$ cat src/rlpe_pkg.sv
// Shared types, constants and register codes for the RGB LED pulse encoder.
`timescale 1ns / 1ps

package rlpe_pkg;

  // Field widths
  localparam int CHAN_W       = 8;
  localparam int TIME_W       = 10;
  localparam int LEN_W        = 11;
  localparam int CFG_W        = 11;
  localparam int CFG_IDX_W    = 3;
  localparam int PIX_BITS     = 3 * CHAN_W;
  localparam int BIT_CNT_W    = $clog2(PIX_BITS);
  localparam int PROD_W       = 2 * CHAN_W;

  // Port packing
  localparam int S_TDATA_W    = 4 * CHAN_W;
  localparam int M_TDATA_W    = 24;
  localparam int M_TUSER_W    = 2;

  // Defaults
  localparam int MAX_PIXELS_DEF = 1024;
  localparam int QUEUE_DEPTH    = 2;

  // Reset values of the timing and frame registers
  localparam logic [TIME_W-1:0] ONE_HIGH_RST  = TIME_W'(76);
  localparam logic [TIME_W-1:0] ONE_LOW_RST   = TIME_W'(43);
  localparam logic [TIME_W-1:0] ZERO_HIGH_RST = TIME_W'(43);
  localparam logic [TIME_W-1:0] ZERO_LOW_RST  = TIME_W'(96);
  localparam logic [LEN_W-1:0]  SPLIT_RST     = LEN_W'(512);
  localparam logic [LEN_W-1:0]  FRAME_RST     = LEN_W'(1024);

  // Register indexes
  localparam logic [CFG_IDX_W-1:0] REG_ONE_HIGH  = 3'd0;
  localparam logic [CFG_IDX_W-1:0] REG_ONE_LOW   = 3'd1;
  localparam logic [CFG_IDX_W-1:0] REG_ZERO_HIGH = 3'd2;
  localparam logic [CFG_IDX_W-1:0] REG_ZERO_LOW  = 3'd3;
  localparam logic [CFG_IDX_W-1:0] REG_SPLIT     = 3'd4;
  localparam logic [CFG_IDX_W-1:0] REG_FRAME     = 3'd5;

  // Scaling c*a*4/1275: reciprocal of 1275/4 in 2^-24 units, then one fix-up
  localparam int RECIP_SHIFT = 24;
  localparam int RECIP_W     = 16;
  localparam logic [RECIP_W-1:0] RECIP = RECIP_W'((64'd4 << RECIP_SHIFT) / 64'd1275);
  localparam int NUM_W       = PROD_W + 2;
  localparam logic [NUM_W-1:0] DIVISOR = NUM_W'(1275);

  typedef struct packed {
    logic [TIME_W-1:0] one_high;
    logic [TIME_W-1:0] one_low;
    logic [TIME_W-1:0] zero_high;
    logic [TIME_W-1:0] zero_low;
  } pulse_timing_t;

  // One scaled pixel waiting to be serialized
  typedef struct packed {
    logic [PIX_BITS-1:0] bits;       // green, red, blue from the top down
    logic                line;
    logic                last_pixel;
  } pix_entry_t;

endpackage

$ cat src/rlpe_front.sv
// Front end: takes pixels, scales channels, tracks pixel index and line choice.
`timescale 1ns / 1ps

module rlpe_front
  import rlpe_pkg::*;
#(
  parameter int MAX_PIXELS = MAX_PIXELS_DEF
) (
  input  logic                 clk,
  input  logic                 rst,
  input  logic                 in_valid,
  output logic                 in_ready,
  input  logic [CHAN_W-1:0]    red,
  input  logic [CHAN_W-1:0]    green,
  input  logic [CHAN_W-1:0]    blue,
  input  logic [CHAN_W-1:0]    alpha,
  input  logic [LEN_W-1:0]     split_count,
  input  logic [LEN_W-1:0]     frame_length,
  output logic                 push,
  output pix_entry_t           push_entry,
  input  logic                 queue_full
);

  localparam int IDX_W = (MAX_PIXELS > 1) ? $clog2(MAX_PIXELS) : 1;
  localparam int CMP_W = (IDX_W + 1 > LEN_W) ? IDX_W + 1 : LEN_W;
  localparam logic [CMP_W-1:0] MAX_LEN = CMP_W'(MAX_PIXELS);

  logic [IDX_W-1:0]  pixel_index;
  logic [CMP_W-1:0]  idx_ext;
  logic [CMP_W-1:0]  idx_inc;
  logic [CMP_W-1:0]  fl_raw;
  logic [CMP_W-1:0]  fl_eff;
  logic              line_sel;
  logic              last_pixel;
  logic              adv;
  logic              accept;

  // Stage 1: channel products
  logic              s1_valid;
  logic [PROD_W-1:0] s1_prod [3];
  logic              s1_line;
  logic              s1_last;

  // Stage 2: reciprocal estimate
  logic              s2_valid;
  logic [PROD_W-1:0] s2_prod [3];
  logic [CHAN_W-1:0] s2_est  [3];
  logic              s2_line;
  logic              s2_last;

  logic [CHAN_W-1:0] chan_q  [3];

  // Pipeline moves unless its end is blocked by a full queue
  assign adv      = !(s2_valid && queue_full);
  assign in_ready = adv;
  assign accept   = in_valid && adv;

  // Frame position of the incoming pixel
  always_comb begin
    idx_ext = CMP_W'(pixel_index);
    idx_inc = idx_ext + CMP_W'(1);
    fl_raw  = CMP_W'(frame_length);
    if (fl_raw == '0) begin
      fl_eff = CMP_W'(1);
    end else if (fl_raw > MAX_LEN) begin
      fl_eff = MAX_LEN;
    end else begin
      fl_eff = fl_raw;
    end
    line_sel   = !(idx_ext < CMP_W'(split_count));
    last_pixel = (idx_inc >= fl_eff);
  end

  always_ff @(posedge clk) begin
    if (rst) begin
      pixel_index <= '0;
    end else if (accept) begin
      pixel_index <= last_pixel ? '0 : idx_inc[IDX_W-1:0];
    end
  end

  always_ff @(posedge clk) begin
    if (rst) begin
      s1_valid <= 1'b0;
      s2_valid <= 1'b0;
    end else if (adv) begin
      s1_valid <= accept;
      s2_valid <= s1_valid;
    end
  end

  // Products in sending order: green, red, blue
  always_ff @(posedge clk) begin
    if (adv) begin
      s1_prod[0] <= green * alpha;
      s1_prod[1] <= red   * alpha;
      s1_prod[2] <= blue  * alpha;
      s1_line    <= line_sel;
      s1_last    <= last_pixel;
    end
  end

  // Estimate floor(4p/1275) from below, at most one short
  always_ff @(posedge clk) begin
    if (adv) begin
      for (int i = 0; i < 3; i++) begin
        s2_prod[i] <= s1_prod[i];
        s2_est[i]  <= CHAN_W'((32'(s1_prod[i]) * 32'(RECIP)) >> RECIP_SHIFT);
      end
      s2_line <= s1_line;
      s2_last <= s1_last;
    end
  end

  // Remainder check closes the estimate
  always_comb begin
    logic [NUM_W-1:0] rem;
    for (int i = 0; i < 3; i++) begin
      rem = {s2_prod[i], 2'b00} - NUM_W'(s2_est[i]) * DIVISOR;
      chan_q[i] = (rem >= DIVISOR) ? s2_est[i] + CHAN_W'(1) : s2_est[i];
    end
  end

  assign push                  = s2_valid && !queue_full;
  assign push_entry.bits       = {chan_q[0], chan_q[1], chan_q[2]};
  assign push_entry.line       = s2_line;
  assign push_entry.last_pixel = s2_last;

endmodule

$ cat src/rlpe_queue.sv
// Short queue of scaled pixels between the front end and the serializer.
`timescale 1ns / 1ps

module rlpe_queue
  import rlpe_pkg::*;
(
  input  logic       clk,
  input  logic       rst,
  input  logic       push,
  input  pix_entry_t push_entry,
  input  logic       pop,
  output pix_entry_t pop_entry,
  output logic       full,
  output logic       empty
);

  localparam int PTR_W = (QUEUE_DEPTH > 1) ? $clog2(QUEUE_DEPTH) : 1;
  localparam int CNT_W = $clog2(QUEUE_DEPTH + 1);

  pix_entry_t       slots [QUEUE_DEPTH];
  logic [PTR_W-1:0] wr_ptr;
  logic [PTR_W-1:0] rd_ptr;
  logic [CNT_W-1:0] count;

  assign full      = (count == CNT_W'(QUEUE_DEPTH));
  assign empty     = (count == '0);
  assign pop_entry = slots[rd_ptr];

  always_ff @(posedge clk) begin
    if (push) begin
      slots[wr_ptr] <= push_entry;
    end
  end

  // Pointers wrap at the queue depth
  always_ff @(posedge clk) begin
    if (rst) begin
      wr_ptr <= '0;
      rd_ptr <= '0;
      count  <= '0;
    end else begin
      if (push) begin
        wr_ptr <= (wr_ptr == PTR_W'(QUEUE_DEPTH - 1)) ? '0 : wr_ptr + PTR_W'(1);
      end
      if (pop) begin
        rd_ptr <= (rd_ptr == PTR_W'(QUEUE_DEPTH - 1)) ? '0 : rd_ptr + PTR_W'(1);
      end
      unique case ({push, pop})
        2'b10:   count <= count + CNT_W'(1);
        2'b01:   count <= count - CNT_W'(1);
        default: count <= count;
      endcase
    end
  end

endmodule

$ cat src/rlpe_back.sv
// Back end: shifts each pixel out as 24 pulse words through an output register.
`timescale 1ns / 1ps

module rlpe_back
  import rlpe_pkg::*;
(
  input  logic                 clk,
  input  logic                 rst,
  input  logic                 queue_empty,
  input  pix_entry_t           pop_entry,
  output logic                 pop,
  input  pulse_timing_t        timing,
  output logic                 out_valid,
  input  logic                 out_ready,
  output logic                 bit_value,
  output logic [TIME_W-1:0]    high_time,
  output logic [TIME_W-1:0]    low_time,
  output logic                 line_select,
  output logic                 last_of_pixel,
  output logic                 last_in_frame
);

  localparam logic [BIT_CNT_W-1:0] LAST_BIT = BIT_CNT_W'(PIX_BITS - 1);

  logic                 active;
  logic [PIX_BITS-1:0]  shreg;
  logic [BIT_CNT_W-1:0] bit_cnt;
  logic                 cur_line;
  logic                 cur_last;
  logic                 load;
  logic                 emit;
  logic                 done;
  logic                 cur_bit;

  assign load    = !out_valid || out_ready;
  assign emit    = active && load;
  assign done    = emit && (bit_cnt == LAST_BIT);
  assign pop     = !queue_empty && (!active || done);
  assign cur_bit = shreg[PIX_BITS-1];

  // Shifter walks the pixel most significant bit first
  always_ff @(posedge clk) begin
    if (rst) begin
      active <= 1'b0;
    end else if (pop) begin
      active <= 1'b1;
    end else if (done) begin
      active <= 1'b0;
    end
  end

  always_ff @(posedge clk) begin
    if (pop) begin
      shreg    <= pop_entry.bits;
      bit_cnt  <= '0;
      cur_line <= pop_entry.line;
      cur_last <= pop_entry.last_pixel;
    end else if (emit) begin
      shreg   <= {shreg[PIX_BITS-2:0], 1'b0};
      bit_cnt <= bit_cnt + BIT_CNT_W'(1);
    end
  end

  // Output word register
  always_ff @(posedge clk) begin
    if (rst) begin
      out_valid <= 1'b0;
    end else if (load) begin
      out_valid <= active;
    end
  end

  always_ff @(posedge clk) begin
    if (emit) begin
      bit_value     <= cur_bit;
      high_time     <= cur_bit ? timing.one_high : timing.zero_high;
      low_time      <= cur_bit ? timing.one_low : timing.zero_low;
      line_select   <= cur_line;
      last_of_pixel <= (bit_cnt == LAST_BIT);
      last_in_frame <= (bit_cnt == LAST_BIT) && cur_last;
    end
  end

endmodule

$ cat src/rgb_led_pulse_encoder.sv
// Top level of the RGB LED pulse encoder: config registers and stream ports.
`timescale 1ns / 1ps

// Each pixel word yields 24 pulse words, one per cycle while the output is not
// stalled; in steady flow the serializer's one-bit-per-cycle shift paces the pixels.
// The first pulse word of a pixel passes through the two scaling stages, the queue,
// the shifter and the output word register on its way to the output.
// Synchronous reset clears the pixel index, queue and handshakes and loads the
// timing and frame registers with their defaults.
module rgb_led_pulse_encoder
  import rlpe_pkg::*;
#(
  parameter int MAX_PIXELS = MAX_PIXELS_DEF
) (
  input  logic                  clk,
  input  logic                  rst,
  input  logic                  s_tvalid,
  output logic                  s_tready,
  input  logic [S_TDATA_W-1:0]  s_tdata,    // red, green, blue, alpha
  output logic                  m_tvalid,
  input  logic                  m_tready,
  output logic [M_TDATA_W-1:0]  m_tdata,    // bit_value, high_time, low_time, zero pad
  output logic                  m_tlast,    // last_of_pixel
  output logic [M_TUSER_W-1:0]  m_tuser,    // line_select, last_in_frame
  input  logic                  cfg_we,
  input  logic [CFG_IDX_W-1:0]  cfg_index,
  input  logic [CFG_W-1:0]      cfg_data
);

  pulse_timing_t       timing;
  logic [LEN_W-1:0]    split_count;
  logic [LEN_W-1:0]    frame_length;
  logic                push;
  pix_entry_t          push_entry;
  logic                pop;
  pix_entry_t          pop_entry;
  logic                queue_full;
  logic                queue_empty;
  logic                bit_value;
  logic [TIME_W-1:0]   high_time;
  logic [TIME_W-1:0]   low_time;
  logic                line_select;
  logic                last_in_frame;

  // Configuration register writes; unknown indexes are dropped
  always_ff @(posedge clk) begin
    if (rst) begin
      timing.one_high  <= ONE_HIGH_RST;
      timing.one_low   <= ONE_LOW_RST;
      timing.zero_high <= ZERO_HIGH_RST;
      timing.zero_low  <= ZERO_LOW_RST;
      split_count      <= SPLIT_RST;
      frame_length     <= FRAME_RST;
    end else if (cfg_we) begin
      unique case (cfg_index)
        REG_ONE_HIGH:  timing.one_high  <= cfg_data[TIME_W-1:0];
        REG_ONE_LOW:   timing.one_low   <= cfg_data[TIME_W-1:0];
        REG_ZERO_HIGH: timing.zero_high <= cfg_data[TIME_W-1:0];
        REG_ZERO_LOW:  timing.zero_low  <= cfg_data[TIME_W-1:0];
        REG_SPLIT:     split_count      <= cfg_data[LEN_W-1:0];
        REG_FRAME:     frame_length     <= cfg_data[LEN_W-1:0];
        default:       ;
      endcase
    end
  end

  rlpe_front #(
    .MAX_PIXELS (MAX_PIXELS)
  ) u_front (
    .clk          (clk),
    .rst          (rst),
    .in_valid     (s_tvalid),
    .in_ready     (s_tready),
    .red          (s_tdata[7:0]),
    .green        (s_tdata[15:8]),
    .blue         (s_tdata[23:16]),
    .alpha        (s_tdata[31:24]),
    .split_count  (split_count),
    .frame_length (frame_length),
    .push         (push),
    .push_entry   (push_entry),
    .queue_full   (queue_full)
  );

  rlpe_queue u_queue (
    .clk        (clk),
    .rst        (rst),
    .push       (push),
    .push_entry (push_entry),
    .pop        (pop),
    .pop_entry  (pop_entry),
    .full       (queue_full),
    .empty      (queue_empty)
  );

  rlpe_back u_back (
    .clk           (clk),
    .rst           (rst),
    .queue_empty   (queue_empty),
    .pop_entry     (pop_entry),
    .pop           (pop),
    .timing        (timing),
    .out_valid     (m_tvalid),
    .out_ready     (m_tready),
    .bit_value     (bit_value),
    .high_time     (high_time),
    .low_time      (low_time),
    .line_select   (line_select),
    .last_of_pixel (m_tlast),
    .last_in_frame (last_in_frame)
  );

  // Output word packing
  assign m_tdata = {3'b000, low_time, high_time, bit_value};
  assign m_tuser = {last_in_frame, line_select};

endmodule

$ cat config.mk
export PLATFORM = sky130hd
export DESIGN_NAME = rgb_led_pulse_encoder
export DESIGN_NICKNAME = d
export VERILOG_FILES = /design/src/rlpe_pkg.sv /design/src/rlpe_front.sv /design/src/rlpe_queue.sv /design/src/rlpe_back.sv /design/src/rgb_led_pulse_encoder.sv
export SDC_FILE = /design/constraint.sdc
export NUM_CORES = 2
export LEC_CHECK = 0
export BUFFER_PORTS_ARGS = -buffer_cell sky130_fd_sc_hd__buf_4
export CAP_MARGIN = 20
export CORE_MARGIN = 1.5
export CORE_UTILIZATION = 41
export CTS_CLUSTER_DIAMETER = 150
export DETAILED_ROUTE_END_ITERATION = 6
export SLEW_MARGIN = 20
export SYNTH_ARGS = -nofsm -noshare
export SYNTH_HDL_FRONTEND = slang
export SYNTH_SLANG_ARGS = --single-unit
$ cat constraint.sdc
create_clock -name clk -period 8.1 [get_ports clk]
set_input_delay 0.81 -clock clk [delete_from_list [all_inputs] [get_ports clk]]
set_output_delay 0.81 -clock clk [all_outputs]
set_load 0.05 [all_outputs]
==> flow_summary.json <==
{
  "outcome": "finished, final reports clean",
  "path_max_fanout": 6,
  "worst-setup-path-type": "reg -> reg",
  "worst_slew_pin_slew_ns": 0.9916,
  "cts_buffers": 38,
  "grt_pass1_wl_mm": 130.1,
  "yosysSeqAreaShare_pct": 22.09,
  "drt-total-wl_mm": 75.90,
  "start_kind": "register",
  "postCtsHoldBufs": 0,
  "fin_worst_skew_ns": 0.01565,
  "required_ns": 8.40,
  "rows": 112,
  "crit_arrival_ns": 6.56,
  "area_growth_pct": 8.087,
  "cp_common_cell": "fa_1",
  "maxSlewViolCount": 0,
  "root_buffer": "clkbuf_16",
  "antenna_left": 0,
  "crit_chain": "ha_1 -> inv_1 -> fa_1 -> inv_1 -> fa_1 -> inv_1 -> fa_1 -> inv_1 -> fa_1 -> fa_1 -> ha_1 -> nor4_1 -> o21ai_0 -> o311ai_0 -> a21boi_0 -> o2111ai_1 -> a311oi_1 -> xnor2_1",
  "yosysUniqueCellTypes": 82,
  "syn_area_per_cell_um2": 10.14,
  "async_reset_ff_share_pct": 0,
  "min_path_type": "reg -> reg",
  "setup_viol": 0,
  "drive_gt1_share_pct": 4.862,
  "wl_per_cell_um": 14.76,
  "post-cts-setup-buffer-count": 0,
  "die_x_um": 309.5,
  "clockBufferDepth": 3,
  "cts_resized": 0,
  "routed-via-count": 24630,
  "max_cap_viol_count": 0,
  "antenna_found_initial": 2,
  "rsz0062_at_grt": "no",
  "route.met2.wl_mm": 34.55,
  "rr_worst_depth": 18,
  "viasPerCell": 4.790,
  "dp_hpwl_mm": 62.30,
  "synth_flop_cell": "edfxtp_1",
  "grt_max_degree": 129,
  "die_y_um": 309.5,
  "min_period_ns": 6.261,
  "port_buffers": 76,
  "hold_viol": 0,
  "cts_tree": "yes",
  "fin_tns_setup_ns": 0,
  "htreeDepth": 2,
  "synthCells": 3798,
  "fmax_mhz": 159.7,
  "fin_nets": 5068,
  "synth_edf_count": 226,
  "wl_met1_mm": 37.86,
  "ys_ff_latch": 312,
  "wl_met3_mm": 2.412,
  "dr.pass1.iters": 5,
  "die_area_um2": 95810,
  "cts_num_sinks": 312,
  "coreArea_um2": 93190,
  "period_share_pct": 77.30,
  "cp-end-kind": "register",
  "num_io_pins": 80,
  "first_iter_violations": 968,
  "multi_input_area_um2": 26360,
  "hold_depth": 0,
  "yosys_warnings": 0,
  "gp_congestion": 0.8756,
  "critPathSlowestCell": "o311ai_0",
  "maxSlewHeadroom_pct": 33.90,
  "gr-total-overflow": 0,
  "drc": 0,
  "first_global_vias": 25810,
  "max_stage_delay_ns": 0.64,
  "regArea_um2": 8508,
  "clk_latency_ns": 0.57,
  "fill_cells": 8921,
  "track_usage_pct": 16.67,
  "initial_utilization_pct": 41.34,
  "top_layer_used": "met4",
  "clk_pin_slew_ns": 0.06,
  "netlist_area_um2": 38520
}
[per-layer routing]
layer / global-route usage [%] / vias up
li1: - / 12360
met1: 23.86 / 11910
met2: 27.19 / 297
met3: 2.002 / 67
met4: 3.260 / 0
met5: 0 / -
[worst max-delay path, delay by kind of cell, from the launching register on]
family	cells	cell delay, ns
adder cells (fa/ha/maj)	7	3.05
buffers and inverters	4	0.25
AO/OA/AOI/OAI	5	1.74
XOR/XNOR	1	0.15
AND/OR/NAND/NOR	1	0.30
flip-flops	1	0.52
[kinds of logic (layout without fill, tap and decap cells)]
family          Yosys count  count (layout)  share of synthesized area [%]
other cells               1               5                       0.009734
xor+xnor                138             138                          3.137
flops                   312             312                          22.09
compound gates          430             430                          7.233
fa+ha+maj              1160            1160                          47.09
simple gates            726             726                          9.162
buf+inv                 967            1054                          9.536
mux                      64              64                          1.747
[Yosys cell counts (all sizes together) (20+ instances only)]
master,n,area share (%)
nand4,22,0.36
nand3,34,0.45
a21o,32,0.63
o21a,20,0.39
xor2,39,0.89
ha,677,22
mux2,26,0.76
clkbuf,54,0.53
o21ai,89,1.2
nand2,291,2.8
nor2b,24,0.39
xnor2,99,2.3
edfxtp,226,18
fa,483,25
nor3,21,0.27
dfxtp,86,4.5
a21oi,137,1.8
and2,124,2.0
nor2,118,1.1
inv,898,8.7
mux2i,38,0.99
[sequential cells by signal (all words and copies together) (netlist names), 5 cells and up, named ones only]
signal               count
u_back.low_time         10
u_back.shreg            24
u_front.s2_prod         48
u_front.s2_est          24
u_queue.slots           52
frame_length            11
u_front.pixel_index     10
u_back.high_time        10
split_count             11
u_front.s1_prod         48
u_back.bit_cnt           5
timing                  40
[final timing paths]
check                        startpoint              endpoint  slack (ns)
setup / recovery  u_front.s1_prod[0][9]  u_front.s2_est[0][7]        1.84
hold / removal          u_front.s1_line       u_front.s2_line        0.42
setup reg to reg  u_front.s1_prod[0][9]  u_front.s2_est[0][7]        1.84
hold reg to reg         u_front.s1_line       u_front.s2_line        0.42
[stage by stage]
stage                     cell area, µm²  instances  hold slack (ns)  util, %  setup slack (ns)
final                              41640       5143           0.4219    44.68             1.839
after global routing               41640       5143           0.4232    44.68             1.421
after CTS                          41630       5141           0.4200    44.68             1.860
after floorplan                    38530       3800           0.4003        -             2.453
after detailed placement           40460       5071           0.4045    43.42             1.932
after global placement             40460       5071           0.4054    43.42             1.925
[area by class of cell]
| class | instances | area share, % |
|---|---|---|
| Timing Repair Buffer | 84 | 1.545 |
| Antenna cell | 2 | 0.01202 |
| Clock inverter | 26 | 0.4567 |
| Clock buffer | 44 | 2.362 |
| Sequential cell | 312 | 20.43 |
| Multi-Input combinational cell | 2521 | 63.31 |
| Inverter | 900 | 8.113 |
| Tap cell | 1254 | 3.768 |
[placed cells by master, fill, tap and decap left out, types with 5 or more instances in the layout]
master     netlist  routed
and3_1          19      19
inv_1          898     898
o21ai_0         88      87
xnor2_1         99      99
and2_1         124     124
nor4_1           9       9
o211ai_1        11      11
a21o_1          31      31
or3_1           10      10
nand3b_1        18      18
clkbuf_16        0      38
clkinv_1         2      11
o41ai_1          9       9
fa_1           483     483
nand4_1         22      22
mux2i_1         38      38
a21oi_1        134     134
clkbuf_1        54       5
mux2_2          25      25
ha_1           677     677
o21bai_1        17      16
nor3_1          21      21
nor2b_1         24      23
clkinv_2         0       7
a211o_1          6       6
nand2b_1        16      16
nand3_1         33      33
o31ai_1          9       9
a211oi_1        19      19
nor2_1         118     117
nand2_1        291     291
dfxtp_1         86      86
buf_4            9      83
xor2_1          39      39
o21a_1          20      20
a21boi_0        14      14
edfxtp_1       226     226
o31a_1           5       5
a31oi_1         13      13
Power is not shown: default switching activity piles up to over one toggle a cycle in this logic, so the estimate is an artifact.
